`src/sv/pgp_pkg.sv`:
```
// Shared constants and types for the presence gap penalty unit.
// No dependencies; every other file of the block imports this package.
package pgp_pkg;

    // Field and port widths
    localparam int DATA_W     = 64;
    localparam int RESULT_W   = 16;
    localparam int CFG_W      = 7;
    localparam int APB_DATA_W = 32;
    localparam int PADDR_W    = 3;
    localparam int REG_IDX_W  = PADDR_W - 2;

    // Register map (word index)
    localparam logic [REG_IDX_W-1:0] REG_ACTIVE_COLUMNS = 1'b0;

    // Defaults handed to the top-level parameters
    localparam int COLUMNS_DEF  = 64;
    localparam int MAX_ROWS_DEF = 1024;

    // Reset value of the column count register
    localparam logic [CFG_W-1:0] ACTIVE_COLUMNS_RST = 7'd64;

    // Total saturation point
    localparam logic [RESULT_W-1:0] TOTAL_CAP = 16'hFFFF;

    // Lanes summed together in the first merge stage
    localparam int LANES_PER_GROUP = 8;

    // Control that travels with one row down the pipeline
    typedef struct packed {
        logic valid;
        logic last;
    } row_ctrl_t;

endpackage : pgp_pkg

```
`src/sv/presence_gap_penalty_unit.sv`:
```
// Pipeline: an accepted row loads the column lanes, then the group sum stage, then the
// total and the result register that drives m_tvalid.
// Throughput: one row per cycle; every column lane updates in parallel on each accepted row,
// and only a last row waiting on a full result register holds s_tready low.
// Reset: synchronous, active low; clears column state, total, valid flags, and
// sets active_columns to 64.
module presence_gap_penalty_unit #(
    parameter int COLUMNS  = pgp_pkg::COLUMNS_DEF,
    parameter int MAX_ROWS = pgp_pkg::MAX_ROWS_DEF
) (
    input  logic                             aclk,
    input  logic                             aresetn,
    // Row input
    input  logic                             s_tvalid,
    output logic                             s_tready,
    input  logic [pgp_pkg::DATA_W-1:0]       s_tdata,   // [63:0] presence_bits
    input  logic                             s_tlast,   // last_row
    // Result output
    output logic                             m_tvalid,
    input  logic                             m_tready,
    output logic [pgp_pkg::RESULT_W-1:0]     m_tdata,   // [15:0] gap_penalty
    // Configuration
    input  logic                             psel,
    input  logic                             penable,
    input  logic                             pwrite,
    input  logic [pgp_pkg::PADDR_W-1:0]      paddr,
    input  logic [pgp_pkg::APB_DATA_W-1:0]   pwdata,
    output logic [pgp_pkg::APB_DATA_W-1:0]   prdata,
    output logic                             pready
);
    import pgp_pkg::*;

    localparam int PEND_W = $clog2(MAX_ROWS);

    logic [CFG_W-1:0]                  active_columns_reg;
    logic                              a_valid_reg, a_last_reg;
    logic                              accept, a_take, cfg_write;
    row_ctrl_t                         lane_cmd, a_ctrl;
    logic [COLUMNS-1:0][PEND_W-1:0]    contrib;

    // Configuration port
    assign pready    = 1'b1;
    assign cfg_write = psel && penable && pwrite && pready;

    always_ff @(posedge aclk) begin
        if (!aresetn) begin
            active_columns_reg <= ACTIVE_COLUMNS_RST;
        end else if (cfg_write && (paddr[PADDR_W-1:2] == REG_ACTIVE_COLUMNS)) begin
            active_columns_reg <= pwdata[CFG_W-1:0];
        end
    end

    always_comb begin
        unique case (paddr[PADDR_W-1:2])
            REG_ACTIVE_COLUMNS: prdata = APB_DATA_W'(active_columns_reg);
            default:            prdata = '0;
        endcase
    end

    // Input handshake: stage A frees up as the merge takes its word
    assign s_tready = !a_valid_reg || a_take;
    assign accept   = s_tvalid && s_tready;

    assign lane_cmd.valid = accept;
    assign lane_cmd.last  = s_tlast;

    always_ff @(posedge aclk) begin
        if (!aresetn) begin
            a_valid_reg <= 1'b0;
        end else if (accept) begin
            a_valid_reg <= 1'b1;
        end else if (a_take) begin
            a_valid_reg <= 1'b0;
        end
    end

    always_ff @(posedge aclk) begin
        if (accept) begin
            a_last_reg <= s_tlast;
        end
    end

    assign a_ctrl.valid = a_valid_reg;
    assign a_ctrl.last  = a_last_reg;

    // One lane per column
    for (genvar c = 0; c < COLUMNS; c++) begin : g_lane
        pgp_lane #(
            .MAX_ROWS (MAX_ROWS)
        ) u_lane (
            .aclk    (aclk),
            .aresetn (aresetn),
            .cmd     (lane_cmd),
            .active  (CFG_W'(c) < active_columns_reg),
            .present (s_tdata[c]),
            .contrib (contrib[c])
        );
    end

    // Combine lane contributions into the total
    pgp_merge #(
        .COLUMNS  (COLUMNS),
        .MAX_ROWS (MAX_ROWS)
    ) u_merge (
        .aclk     (aclk),
        .aresetn  (aresetn),
        .a_ctrl   (a_ctrl),
        .contrib  (contrib),
        .a_take   (a_take),
        .m_tvalid (m_tvalid),
        .m_tready (m_tready),
        .m_tdata  (m_tdata)
    );

`ifndef SYNTHESIS
    a_stall_has_cause: assert property (@(posedge aclk) disable iff (!aresetn)
        !s_tready |-> a_valid_reg)
        else $error("input stalled with an empty lane stage");
`endif

endmodule : presence_gap_penalty_unit

```
`src/sv/pgp_lane.sv`:
```
// One column lane: seen flag, pending absence count and the row's contribution.
// Depends on pgp_pkg.
module pgp_lane #(
    parameter int MAX_ROWS = pgp_pkg::MAX_ROWS_DEF
) (
    input  logic                          aclk,
    input  logic                          aresetn,
    input  pgp_pkg::row_ctrl_t            cmd,
    input  logic                          active,
    input  logic                          present,
    output logic [$clog2(MAX_ROWS)-1:0]   contrib
);
    import pgp_pkg::*;

    localparam int PEND_W = $clog2(MAX_ROWS);
    localparam logic [PEND_W-1:0] PEND_CAP = PEND_W'(MAX_ROWS - 1);

    logic              seen_reg, seen_next;
    logic [PEND_W-1:0] pending_reg, pending_next;
    logic [PEND_W-1:0] contrib_reg, contrib_next;

    // Update the column on each accepted row; clear seen flag and pending count on the last row
    always_comb begin
        seen_next    = seen_reg;
        pending_next = pending_reg;
        contrib_next = '0;
        if (active) begin
            if (present) begin
                if (seen_reg) begin
                    contrib_next = pending_reg;
                end
                pending_next = '0;
                seen_next    = 1'b1;
            end else if (seen_reg && (pending_reg != PEND_CAP)) begin
                pending_next = pending_reg + PEND_W'(1);
            end
        end
        if (cmd.last) begin
            seen_next    = 1'b0;
            pending_next = '0;
        end
    end

    // Column state
    always_ff @(posedge aclk) begin
        if (!aresetn) begin
            seen_reg    <= 1'b0;
            pending_reg <= '0;
        end else if (cmd.valid) begin
            seen_reg    <= seen_next;
            pending_reg <= pending_next;
        end
    end

    // Contribution word; held while the next stage stalls
    always_ff @(posedge aclk) begin
        if (cmd.valid) begin
            contrib_reg <= contrib_next;
        end
    end

    assign contrib = contrib_reg;

`ifndef SYNTHESIS
    a_last_clears: assert property (@(posedge aclk) disable iff (!aresetn)
        (cmd.valid && cmd.last) |=> (!seen_reg && (pending_reg == '0)))
        else $error("lane state not cleared after last row");

    a_pending_needs_seen: assert property (@(posedge aclk) disable iff (!aresetn)
        (pending_reg != '0) |-> seen_reg)
        else $error("pending absences without a seen presence");
`endif

endmodule : pgp_lane

```
`src/sv/pgp_merge.sv`:
```
// Merge stage: sums lane contributions in groups, accumulates the running total
// and holds the result word. Depends on pgp_pkg.
module pgp_merge #(
    parameter int COLUMNS  = pgp_pkg::COLUMNS_DEF,
    parameter int MAX_ROWS = pgp_pkg::MAX_ROWS_DEF
) (
    input  logic                                        aclk,
    input  logic                                        aresetn,
    input  pgp_pkg::row_ctrl_t                          a_ctrl,
    input  logic [COLUMNS-1:0][$clog2(MAX_ROWS)-1:0]    contrib,
    output logic                                        a_take,
    output logic                                        m_tvalid,
    input  logic                                        m_tready,
    output logic [pgp_pkg::RESULT_W-1:0]                m_tdata
);
    import pgp_pkg::*;

    localparam int PEND_W  = $clog2(MAX_ROWS);
    localparam int NGROUPS = (COLUMNS + LANES_PER_GROUP - 1) / LANES_PER_GROUP;
    localparam int GROUP_W = PEND_W + 3;
    localparam int ROW_W   = GROUP_W + 3;
    localparam int SUM_W   = ((ROW_W > RESULT_W) ? ROW_W : RESULT_W) + 1;

    logic [NGROUPS-1:0][GROUP_W-1:0] group_next;
    logic [NGROUPS-1:0][GROUP_W-1:0] group_reg;
    logic                            b_valid_reg, b_last_reg;
    logic [ROW_W-1:0]                row_sum;
    logic [SUM_W-1:0]                sum_wide;
    logic [RESULT_W-1:0]             sum_sat;
    logic [RESULT_W-1:0]             total_reg, total_next;
    logic                            out_valid_reg;
    logic [RESULT_W-1:0]             out_data_reg;
    logic                            out_free, b_take, b_ready;

    // First level: add each group of lanes
    always_comb begin
        for (int g = 0; g < NGROUPS; g++) begin
            group_next[g] = '0;
            for (int k = 0; k < LANES_PER_GROUP; k++) begin
                if (g * LANES_PER_GROUP + k < COLUMNS) begin
                    group_next[g] = group_next[g]
                        + GROUP_W'(contrib[g * LANES_PER_GROUP + k]);
                end
            end
        end
    end

    // Second level: add the groups, then the total, saturating
    always_comb begin
        row_sum = '0;
        for (int g = 0; g < NGROUPS; g++) begin
            row_sum = row_sum + ROW_W'(group_reg[g]);
        end
        sum_wide = SUM_W'(total_reg) + SUM_W'(row_sum);
        sum_sat  = (sum_wide > SUM_W'(TOTAL_CAP)) ? TOTAL_CAP : sum_wide[RESULT_W-1:0];
    end

    // Flow control: a last row waits for a free result slot
    assign out_free = !out_valid_reg || m_tready;
    assign b_take   = b_valid_reg && (!b_last_reg || out_free);
    assign b_ready  = !b_valid_reg || b_take;
    assign a_take   = a_ctrl.valid && b_ready;

    always_comb begin
        total_next = total_reg;
        if (b_take) begin
            total_next = b_last_reg ? '0 : sum_sat;
        end
    end

    // Group sum stage
    always_ff @(posedge aclk) begin
        if (!aresetn) begin
            b_valid_reg <= 1'b0;
        end else if (b_ready) begin
            b_valid_reg <= a_ctrl.valid;
        end
    end

    always_ff @(posedge aclk) begin
        if (a_take) begin
            group_reg  <= group_next;
            b_last_reg <= a_ctrl.last;
        end
    end

    // Running total and result word
    always_ff @(posedge aclk) begin
        if (!aresetn) begin
            total_reg     <= '0;
            out_valid_reg <= 1'b0;
        end else begin
            total_reg <= total_next;
            if (b_take && b_last_reg) begin
                out_valid_reg <= 1'b1;
            end else if (m_tready) begin
                out_valid_reg <= 1'b0;
            end
        end
    end

    always_ff @(posedge aclk) begin
        if (b_take && b_last_reg) begin
            out_data_reg <= sum_sat;
        end
    end

    assign m_tvalid = out_valid_reg;
    assign m_tdata  = out_data_reg;

`ifndef SYNTHESIS
    a_total_cleared: assert property (@(posedge aclk) disable iff (!aresetn)
        (b_take && b_last_reg) |=> (total_reg == '0))
        else $error("running total not cleared after last row");

    a_result_source: assert property (@(posedge aclk) disable iff (!aresetn)
        $rose(out_valid_reg) |-> $past(b_take && b_last_reg))
        else $error("result word raised without a last row");
`endif

endmodule : pgp_merge

```
`config.mk`:
```
export PLATFORM = sky130hd
export DESIGN_NAME = presence_gap_penalty_unit
export DESIGN_NICKNAME = d
export VERILOG_FILES = /design/src/sv/pgp_pkg.sv /design/src/sv/presence_gap_penalty_unit.sv /design/src/sv/pgp_lane.sv /design/src/sv/pgp_merge.sv
export SDC_FILE = /design/constraint.sdc
export NUM_CORES = 2
export LEC_CHECK = 0
export ABC_AREA = 1
export ABC_CLOCK_PERIOD_IN_PS = 29600
export BUFFER_PORTS_ARGS = -buffer_cell sky130_fd_sc_hd__buf_2
export CAP_MARGIN = 20
export CORE_UTILIZATION = 45
export DETAILED_ROUTE_END_ITERATION = 10
export SYNTH_ARGS = -nofsm -noshare
export SYNTH_HDL_FRONTEND = slang
export SYNTH_SLANG_ARGS = --single-unit
```
`constraint.sdc`:
```
create_clock -name aclk -period 29.6 [get_ports aclk]
set_input_delay 4.44 -clock aclk [delete_from_list [all_inputs] [get_ports aclk]]
set_output_delay 4.44 -clock aclk [all_outputs]
set_load 0.05 [all_outputs]
```
Word level (Yosys, flattened, before mapping)
Index checks and enable logic that the tools add are counted.

storage, ports and cells
  output and inout bits = 51
  flip-flop bits (word level) = 1492
  logic and storage cells = 1386
  input port bits = 107

operators by class
  reductions and logical operators = 465
  bitwise logic cells = 1
  equal/unequal tests = 64
  multiplexer cells = 455
  magnitude comparators = 65
  add/sub/neg operators = 128

operator list
  kind                   number
  $mux 10                256
  $add 10x1->10 const B  64
  $ne 10x10->1 const B   64
  $add 13x10->13         48
  $reduce_and 3->1       192
  $reduce_bool 2->1      130
  $lt 6x7->1 const A     32
  $mux 1                 196
  $reduce_bool 3->1      64
  $lt 5x7->1 const A     16
  $add 16x13->16         6
  $add 10x10->11         8
  $logic_and 1x1->1      71
  $lt 4x7->1 const A     8
  $mux 16                2
  $lt 3x7->1 const A     4
  $add 16x16->17         1
  $gt 17x16->1 const B   1
  $add 13x13->14         1
  $lt 1x7->1 const A     2
  $lt 2x7->1 const A     2
  $mux 7                 1
  $logic_not 1->1        4
  $logic_or 1x1->1       4
  $not 1->1              1

Depth between registers and ports, before layout
  depth in word-level cells = 11
  mapped depth = 35
  depth with buffers taken out = 35

By module
From an unflattened synthesis, not the netlist that was laid out.

unflattened totals
  cell total of the unflattened synthesis = 10638
  area, all modules = 91072.3 um2

by module, submodules not included
  module                           seq. area each (um2)  instances  cells an instance  area each (um2)
  pgp_lane (g_lane[0].u_lane ...)  520.5                 63         131                1057.3
  pgp_merge                        3993.8                1          2050               22268.9
  presence_gap_penalty_unit        190.2                 1          210                1153.6
  pgp_lane (g_lane[59].u_lane)     520.5                 1          125                1042.2

Worst setup path before layout
No wires, ideal clock.

  kind = input to register
  start = input m_tready
  end = register g_lane[32].u_lane.pending_reg[0]
  library setup time = 129 ps
  data required time = 29471 ps
  data arrival time = 14900 ps
  path slack = 14571 ps
  cell stages on the path = 9
  path buffers = 2
  cell sequence = inv_1 -> nand3_1 -> nor2_2 -> a21oi_4 -> buf_2 -> buf_2 -> nand3_1 -> a21oi_1 -> nor2_1

on the way
  word-level cells in the longest chain between the ends = 8

RTL lines
  item                        RTL line                         text
  start: declaration          presence_gap_penalty_unit.sv:20  input logic m_tready,
  $logic_or 1x1->1            pgp_merge.sv:59                  assign out_free = !out_valid_reg || m_tready;
  $logic_or 1x1->1            pgp_merge.sv:60                  assign b_take = b_valid_reg && (!b_last_reg || out_free);
  $logic_and 1x1->1           pgp_merge.sv:60
  $logic_or 1x1->1            pgp_merge.sv:61                  assign b_ready = !b_valid_reg || b_take;
  $logic_and 1x1->1           pgp_merge.sv:62                  assign a_take = a_ctrl.valid && b_ready;
  $logic_or 1x1->1            presence_gap_penalty_unit.sv:61  assign s_tready = !a_valid_reg || a_take;
  $logic_and 1x1->1           presence_gap_penalty_unit.sv:62  assign accept = s_tvalid && s_tready;
  net accept                  presence_gap_penalty_unit.sv:37  logic accept, a_take, cfg_write;
  $reduce_and 3->1 (no line)  --
  end signal: assignment      pgp_lane.sv:51                   pending_reg <= pending_next;
  end: declaration            pgp_lane.sv:19                   logic [PEND_W-1:0] pending_reg, pending_next;

The timed path passes the listed nets, and every way through them passes these cells.
A chain may end at the register's enable or synchronous reset.

Worst setup path after layout
  start = input m_tready
  end = output s_tready

on the way
  word-level cells in the longest chain between the ends = 6

RTL lines
  item               RTL line                         text
  $logic_or 1x1->1   pgp_merge.sv:59
  $logic_or 1x1->1   pgp_merge.sv:60
  $logic_and 1x1->1  pgp_merge.sv:60
  $logic_or 1x1->1   pgp_merge.sv:61
  $logic_and 1x1->1  pgp_merge.sv:62
  $logic_or 1x1->1   presence_gap_penalty_unit.sv:61
  end: declaration   presence_gap_penalty_unit.sv:15  output logic s_tready,

No other way between the ends.

==> flow_summary_export.csv <==
group,metric,value,unit
synthesis,synth-seq-cells,1492,
synthesis,synthMuxAreaShare,0,%
global_routing,grt_pass1_wl,383.2,mm
die,initial_utilization,45.42,%
global_routing,grt_use_total,23.82,%
layout,nets,12280,
timing,maxSlewViolCount,0,
synthesis,synthFlopType,"edfxtp_1",
placement,dp_hpwl,178.4,mm
timing,setup_viol,0,
clocking,root_buffer,"clkbuf_16",
routing,wl_met1,109.9,mm
timing,tns,0,ns
timing,skew,0.03611,ns
routing,drt_iter0_markers,6107,
synthesis,synth_cell_types,49,
placement,gp_congestion,0.9137,
clocking,post_cts_buffers,0,
synthesis,avgSynthCellArea,7.962,um2
routing,route.met2.wl,113.6,mm
synthesis,async_reset_ff_share,0,%
setup_path,worstPathCellList,"buf_2 > inv_1 > nand3_1 > nor2_2 > nand2_1 > buf_2",
placement,port_buffers,104,
synthesis,ys_seq_area_share,41.69,%
clocking,max-clock-path-buffers,3,
layout,multiInputGateArea,0.04432,mm2
routing,wire_per_inst,17.11,um
timing,fin_crit_sh,33.40,%
setup_path,cp.required,25.16,ns
timing,relSlewSlack,30.31,%
timing,max_freq,0.1011,GHz
setup_path,r2r_start,"u_merge.group_reg[0]$_DFFE_PP_",
routing,drc,0,
die,die-area,0.2017,mm2
global_routing,gr-total-overflow,0,
routing,dr_total_vias,73000,
die,fp-row-count,163,
synthesis,synth_top_family_by_area,"simple AND/OR/NAND/NOR gates",
synthesis,synthCells,11300,
synthesis,syn-cell-area,0.08994,mm2
setup_path,crit_type,"input pin to output port",
setup_path,path_depth,6,
setup_path,rr_endpoint,"u_merge.total_reg[10]$_SDFFE_PN0P_",
synthesis,yosys.area_share.adder,14.75,%
setup_path,r2r_setup_slack,21.96,ns
die,ios,158,
setup_path,crit_path_start,"m_tready",
clocking,htreeDepth,4,
synthesis,yosys_warnings,0,
routing,top_layer_used,"met5",
setup_path,cpMostUsedCell,"buf_2",
global_routing,grt_max_degree,172,
setup_path,cpMaxStageDelayCell,"buf_2",
global_routing,grt_antenna_before_repair,26,
layout,num-fill-cells,18930,
timing,rsz0062_at_grt,"false",
setup_path,path_delay_family,"buffers and inverters",
clocking,cts_resized,0,
outcome,status,"complete, no violations",
setup_path,critPathArrivalTime,5.45,ns
setup_path,endpoint_kind,"output port",
synthesis,synth-edff-count,762,
layout,register_area,0.03750,mm2
setup_path,r2r_cells,32,
clocking,cts_hold_buffers,0,
die,die_w,449.1,um
routing,antenna_left,0,
clocking,tritoncts,"yes",
synthesis,synth_simple_gate_area_share,25.49,%
worst_hold_path,holdCritPathClass,"flip-flop to flip-flop",
routing,dr.pass1.iters,8,
timing,hold_viol,0,
clocking,cts.sinks,1492,
routing,drt-total-wl,242.6,mm
synthesis,synth_compound_area_share,7.037,%
setup_path,path_buf_inv,3,
global_routing,grt_pass1_vias,69940,
routing,routed-wl-met3,12.03,mm
synthesis,synthXorXnorAreaFrac,1.880,%
synthesis,synthTopCellsByArea,"edfxtp_1 (25%), dfxtp_1 (16%), fa_1 (10%)",
timing,period_minus_slack,9.887,ns
routing,via_per_inst,5.147,
synthesis,synth_top_area_share,25.44,%
setup_path,worstSetupEndpoint,"s_tready",
timing,tightest_slew,1.041,ns
layout,drive_gt1_share,4.778,%
clocking,clk_pin_slew,0.06,ns
clocking,clkLatencyLatePin,0.84,ns
setup_path,cp-start-kind,"input pin",
clocking,cts_buffers,176,
synthesis,synth_top_area_cell,"edfxtp_1",
run,drv_cap,0,
setup_path,cp_slowest_stage_delay,0.28,ns
die,die_y,449.1,um
setup_path,crit_fanout,3,
die,core,0.1980,mm2
layout,syn_to_final_growth,9.915,%
## how the worst min path moves through the flow
stage                     slack, ns                           end  cells past startpoint                  from
after global placement         0.41  u_merge.b_last_reg$_DFFE_PP_                      0  a_last_reg$_DFFE_PP_
after floorplan                0.40  u_merge.b_last_reg$_DFFE_PP_                      0  a_last_reg$_DFFE_PP_
final                          0.44  u_merge.b_last_reg$_DFFE_PP_                      0  a_last_reg$_DFFE_PP_
after global routing           0.46  u_merge.b_last_reg$_DFFE_PP_                      0  a_last_reg$_DFFE_PP_
after detailed placement       0.43  u_merge.b_last_reg$_DFFE_PP_                      0  a_last_reg$_DFFE_PP_
after CTS                      0.44  u_merge.b_last_reg$_DFFE_PP_                      0  a_last_reg$_DFFE_PP_
## synth_stat cells (12+ instances only)
| library cell | number |
|---|---|
| buf_1 | 18 |
| o211ai_1 | 18 |
| a21oi_1 | 771 |
| nand3b_1 | 18 |
| nor3_1 | 346 |
| nand3_1 | 798 |
| dfxtp_1 | 730 |
| buf_4 | 30 |
| xor2_1 | 137 |
| edfxtp_1 | 762 |
| nand2_2 | 12 |
| inv_2 | 41 |
| clkbuf_1 | 134 |
| o21ai_1 | 60 |
| nor4_1 | 64 |
| or2_2 | 70 |
| nor2_1 | 1605 |
| ha_1 | 329 |
| nand4_1 | 154 |
| buf_2 | 77 |
| xnor2_1 | 56 |
| a21o_1 | 16 |
| o21ai_0 | 311 |
| inv_1 | 1830 |
| fa_1 | 457 |
| nand2_1 | 2352 |
| nor3b_1 | 19 |
## kinds of logic after synthesis
| logic type | after synthesis |
|---|---|
| and+or+nand+nor | 5466 |
| AOI/OAI and AO/OA | 1221 |
| DFF | 1492 |
| other | 2 |
| xor gates and xnor gates | 193 |
| adders and majority gates | 786 |
| buffers and inverters | 2135 |
## layout make-up
type,count,area share (%)
Antenna cell,9,0.02278
Multi-Input combinational cell,7692,44.83
Sequential cell,1492,37.93
Clock inverter,84,0.8480
Timing Repair Buffer,144,0.9176
Inverter,1876,7.139
Clock buffer,245,4.967
Tap cell,2640,3.341
## worst reg2reg max path: cells and delay by family (launching register included)
family                   cells  cell delay (ns)
buffers and inverters        5             0.57
adder cells (fa/ha/maj)      8             3.36
AND/OR/NAND/NOR             12             1.12
XOR/XNOR                     2             0.68
flip-flops                   1             0.34
AO/OA/AOI/OAI                5             1.41
## per-layer routing
| metal | track usage [%] | vias to the layer above |
|---|---|---|
| met4 | 7.285 | 8 |
| met3 | 3.071 | 381 |
| met2 | 39.42 | 1757 |
| met1 | 32.44 | 34520 |
| li1 | - | 36330 |
| met5 | 0 | - |
## cell usage in the layout (no fill, tap or decap), types with 31 or more instances in the layout
cell,instances
nand4_1,154
edfxtp_1,762
o21ai_0,311
inv_1,1828
dfxtp_1,730
or2_2,70
nor4_1,64
inv_2,41
ha_1,329
nor3_1,346
buf_2,102
nand2_1,2350
clkbuf_1,50
clkbuf_16,181
xor2_1,137
nand3_1,798
a21oi_1,771
nor2_1,1604
buf_4,33
xnor2_1,56
clkinv_2,31
fa_1,457
o21ai_1,60
## through the flow
step	setup WS (ns)	cells	utilization (%)	instance area (um2)	hold slack, ns
5_1_grt	19.60	14180	49.91	98840	0.4615
3_3_place_gp	19.73	13840	46.99	93060	0.4066
4_1_cts	19.69	14170	49.91	98830	0.4419
6_report	19.71	14180	49.92	98850	0.4399
2_1_floorplan	14.57	11320	-	90030	0.4003
3_5_place_dp	19.70	13840	47.00	93080	0.4277
Power is not shown: default switching activity piles up to over one toggle a cycle in this logic, so the estimate is an artifact.
